### config.mk
export PLATFORM = sky130hd
export DESIGN_NAME = sfm_ram
export DESIGN_NICKNAME = d
export VERILOG_FILES = /design/src/sv/sfm_ram.sv
export SDC_FILE = /design/constraint.sdc
export NUM_CORES = 1
export LEC_CHECK = 0
export BUFFER_PORTS_ARGS = -buffer_cell sky130_fd_sc_hd__buf_2
export CORE_ASPECT_RATIO = 1.75
export CORE_MARGIN = 1.5
export CORE_UTILIZATION = 31
export CTS_BUF_LIST = sky130_fd_sc_hd__clkbuf_8
export DETAILED_ROUTE_END_ITERATION = 8
export GPL_ROUTABILITY_DRIVEN = 0
export GPL_TIMING_DRIVEN = 0
export SYNTH_ARGS = -nofsm -noshare
export SYNTH_HDL_FRONTEND = slang
export SYNTH_SLANG_ARGS = --single-unit
### constraint.sdc
create_clock -name clk -period 1.8 [get_ports clk]
set_input_delay 0.18 -clock clk [delete_from_list [all_inputs] [get_ports clk]]
set_output_delay 0.18 -clock clk [all_outputs]
set_load 0.05 [all_outputs]
### src/sv/sfm_ram.sv
// Generic single-write, single-read RAM with a registered read port.
module sfm_ram #(
  parameter int unsigned WIDTH = 8,
  parameter int unsigned DEPTH = 16
) (
  input  logic                     clk,
  input  logic                     we,
  input  logic [$clog2(DEPTH)-1:0] waddr,
  input  logic [WIDTH-1:0]         wdata,
  input  logic [$clog2(DEPTH)-1:0] raddr,
  output logic [WIDTH-1:0]         rdata
);

  logic [WIDTH-1:0] mem [DEPTH];

  // Write port and registered read port.
  always_ff @(posedge clk) begin
    if (we) begin
      mem[waddr] <= wdata;
    end
    rdata <= mem[raddr];
  end

endmodule

After elaboration in Yosys (flattened, before gate mapping)
Memory sizes are Yosys's and may differ from the RTL's. A register that Yosys moved wholly into a read port is not among the register bits.
Index checks and enable logic that the tools add are counted.
Word-level totals
  input port bits: 18
  memory bits (writable): 128
  flip-flop bits (word level): 0
  memories kept: 1
  word-level logic and storage cells: 3
Operators by class
  mux-type cells: 2
Memory list
  mem: depth 16, width 8, rd ports 1, clocked after Yosys merged registers in 1, wr ports 1, line 14  | logic [WIDTH-1:0] mem [DEPTH];
Operators by type and width (number)
  $mux 1: 2

Longest topological paths before layout
  depth in word-level cells: 2
  mapped depth: 5
  mapped depth without buffers: 3

Worst setup path before layout
No wires, ideal clock.
  kind: input to register
  start: in waddr[2]
  end: mem mem[0][0] (enable)
  setup slack: 0.127 ns
  buffers on the path: 0
  arrival time: 1.290 ns
  required time: 1.417 ns
  library setup time: 0.383 ns
  stages: 2
  path through: or3b_2 -> nor3_1
RTL lines
  from (decl): line 8  | input logic [$clog2(DEPTH)-1:0] waddr,
  to (decl): line 14
Straight into the memory's write port.

Worst setup path after layout
  start: in waddr[3]
  end: mem mem[4][4] (enable)
Straight into the memory's write port.

==> flow_summary.toml <==
[outcome]
status = "completed"

[timing]
hold_viol = 0
slew_violations = 0
period_share_pct = 81.3
grt_setup_unrepaired = "false"
fmax_ghz = 0.683
fin_crit_ns = 1.46
fin_skew_ns = 0.00835
max_slew_margin_pct = 10.3
worstMarginPinSlew_ns = 1.34
setup_viol = 0

[place]
numPortBuffers = 24
placed_area_mm2 = 0.00555
dp_hpwl_um = 7030
dp_cells = 477

[clock_network]
numCtsBuffers = 17
clk_pin_slew_worst_paths_ns = 0.07
cts_sinks = 136
htreeDepth = 4
ctsRootBufferMaster = "clkbuf_8"
clock_latency_ns = 0.43
cts_tree = "done"
holdBufCountCts = 0
cts_buffer_depth = 2
cts-resized-gates = 0
postCtsSetupRepairBufs = 0

[synthesis]
yosysTopAreaCell = "edfxtp_1"
synth_area_mm2 = 0.00515
post-synth-top-count-cell = "edfxtp_1"
ys_types = 19
synth_nets = 247
synthTopCellsByCount = "edfxtp_1, mux4_2, a22oi_1"
ys_ff_latch = 136
ys_seq_area_share_pct = 77.8
ys_top_cells_by_area = "edfxtp_1, mux4_2, mux4_1"
synth-main-ff-cell = "edfxtp_1"
async_flop_share_pct = 0
yosysTopAreaCellShare_pct = 74.7
yosys_warnings = 0
synth_edf_count = 128
post_synth.cell_area_avg_um2 = 22.5
synthCells = 229

[route]
drtIter0Drc = 186
drc = 0
vias_per_cell = 4.62
drt-wirelength-per-cell_um = 20.3
drt-pass1-iter-count = 4
dr_total_vias = 2354
routed_wl_um = 10300
drtAntennaViolNets = 0

[finish]
antennaDiodeCount = 0
fin_nets = 291
area_growth_pct = 15.2
finalNonFillerCells = 509
drive_above_1_share_pct = 28.8
design_area_mm2 = 0.00593
fillers = 1492

[worst_setup_path]
cp_data_arrival_time_ns = 1.51
crit_path_start_kind = "primary input"
worstSetupPathType = "in -> reg"
required_ns = 1.85
end_kind = "flop"
cp_max_fo = 8

[global_route]
grt_max_degree = 17
antenna_found_initial = 0
overflow = 0
grt_pass1_vias = 2527
grt.total_usage_pct = 13.1
grt_pass1_wl_um = 15800

[die]
fp.dieH_um = 173
fp.coreArea_mm2 = 0.0164
rows = 62
die-area_mm2 = 0.0174
start_util_pct = 31.4
die_x_um = 100
pin_count = 26

[power_and_ir_drop]
power.density_mw_per_mm2 = 1060
p_leak_nw = 1.92
ir_drop_mv = 0.385

[flow_run]
maxCapViolCount = 0

[worst_hold_path]
hold_class = "in -> reg"
per-layer routing:
metal | vias up | global-route usage [%] | part of all wire (%)
met5 | - | 0 | 0
met3 | 15 | 3.47 | 3.3
li1 | 1057 | - | -
met4 | 0 | 5.69 | 2.0
met2 | 59 | 23.8 | 58
met1 | 1223 | 13.8 | 37
metrics by stage:
| stage | worst slack, ns | TNS (ns) | util [%] | total power, W | hold WS [ns] |
|---|---|---|---|---|---|
| finish | 0.336 | 0 | 36.2 | 0.00631 | 0.142 |
| global route | 0.147 | 0 | 36.2 | 0.00653 | 0.135 |
| CTS | 0.0248 | 0 | 36.2 | 0.00637 | 0.127 |
| detailed placement | -0.445 | -8.02 | 33.9 | 0.00405 | 0.597 |
| global placement | -0.436 | -9.40 | 33.9 | 0.00403 | 0.584 |
| floorplan | 0.127 | 0 | - | 0.00388 | 0.279 |
layout by cell type, fill, tap and decap left out, types with 4 or more instances in the layout:
cell        instances
clkbuf_8           17
a22oi_1            16
nand2_1             9
clkinvlp_4          4
edfxtp_1          128
dfxtp_1             8
nor2_1             13
buf_2              27
mux4_2             18
mux4_1             14
critical path, cell delays in order:
cell	delay, ns
buf_2	0.11
nand3b_1	0.22
nor3_1	0.99
sequential cells by signal, summed over array words and instances (netlist names):
name,flops
mem,128
rdata,8
final cells by class:
class                   count  area (um2)  area share, %
flip-flops and latches    136        4000           67.5
repair buffers             25         128           2.15
plain buffers              10        86.3           1.46
well taps                 224         280           4.73
clock inverters            14         136           2.30
multi-input cells          83        1060           17.9
clock buffers              17         234           3.95
cell families after synthesis:
group / after synthesis / synth area share (%)
AO/OA/AOI/OAI: 16 / 2.33
buffers and inverters: 10 / 1.68
flip-flops: 136 / 77.8
multiplexers: 32 / 15.0
AND/OR/NAND/NOR: 35 / 3.18
report_power, final:
part           internal, W  total, W  switching (W)
registers          0.00354   0.00355      0.0000165
clock network      0.00120   0.00234        0.00114
logic             0.000142  0.000414       0.000272
worst paths after layout:
path	cells after the start	start	to	slack, ns
worst min-delay path	1	wdata[6]	mem[6][6]	0.14
worst min register to register	3	mem[12][1]	rdata[1]	0.69
worst max-delay path	3	waddr[3]	mem[4][4]	0.34
worst max register to register	3	mem[1][0]	rdata[0]	0.38
Note: power is estimated with default switching activity, not from simulation.
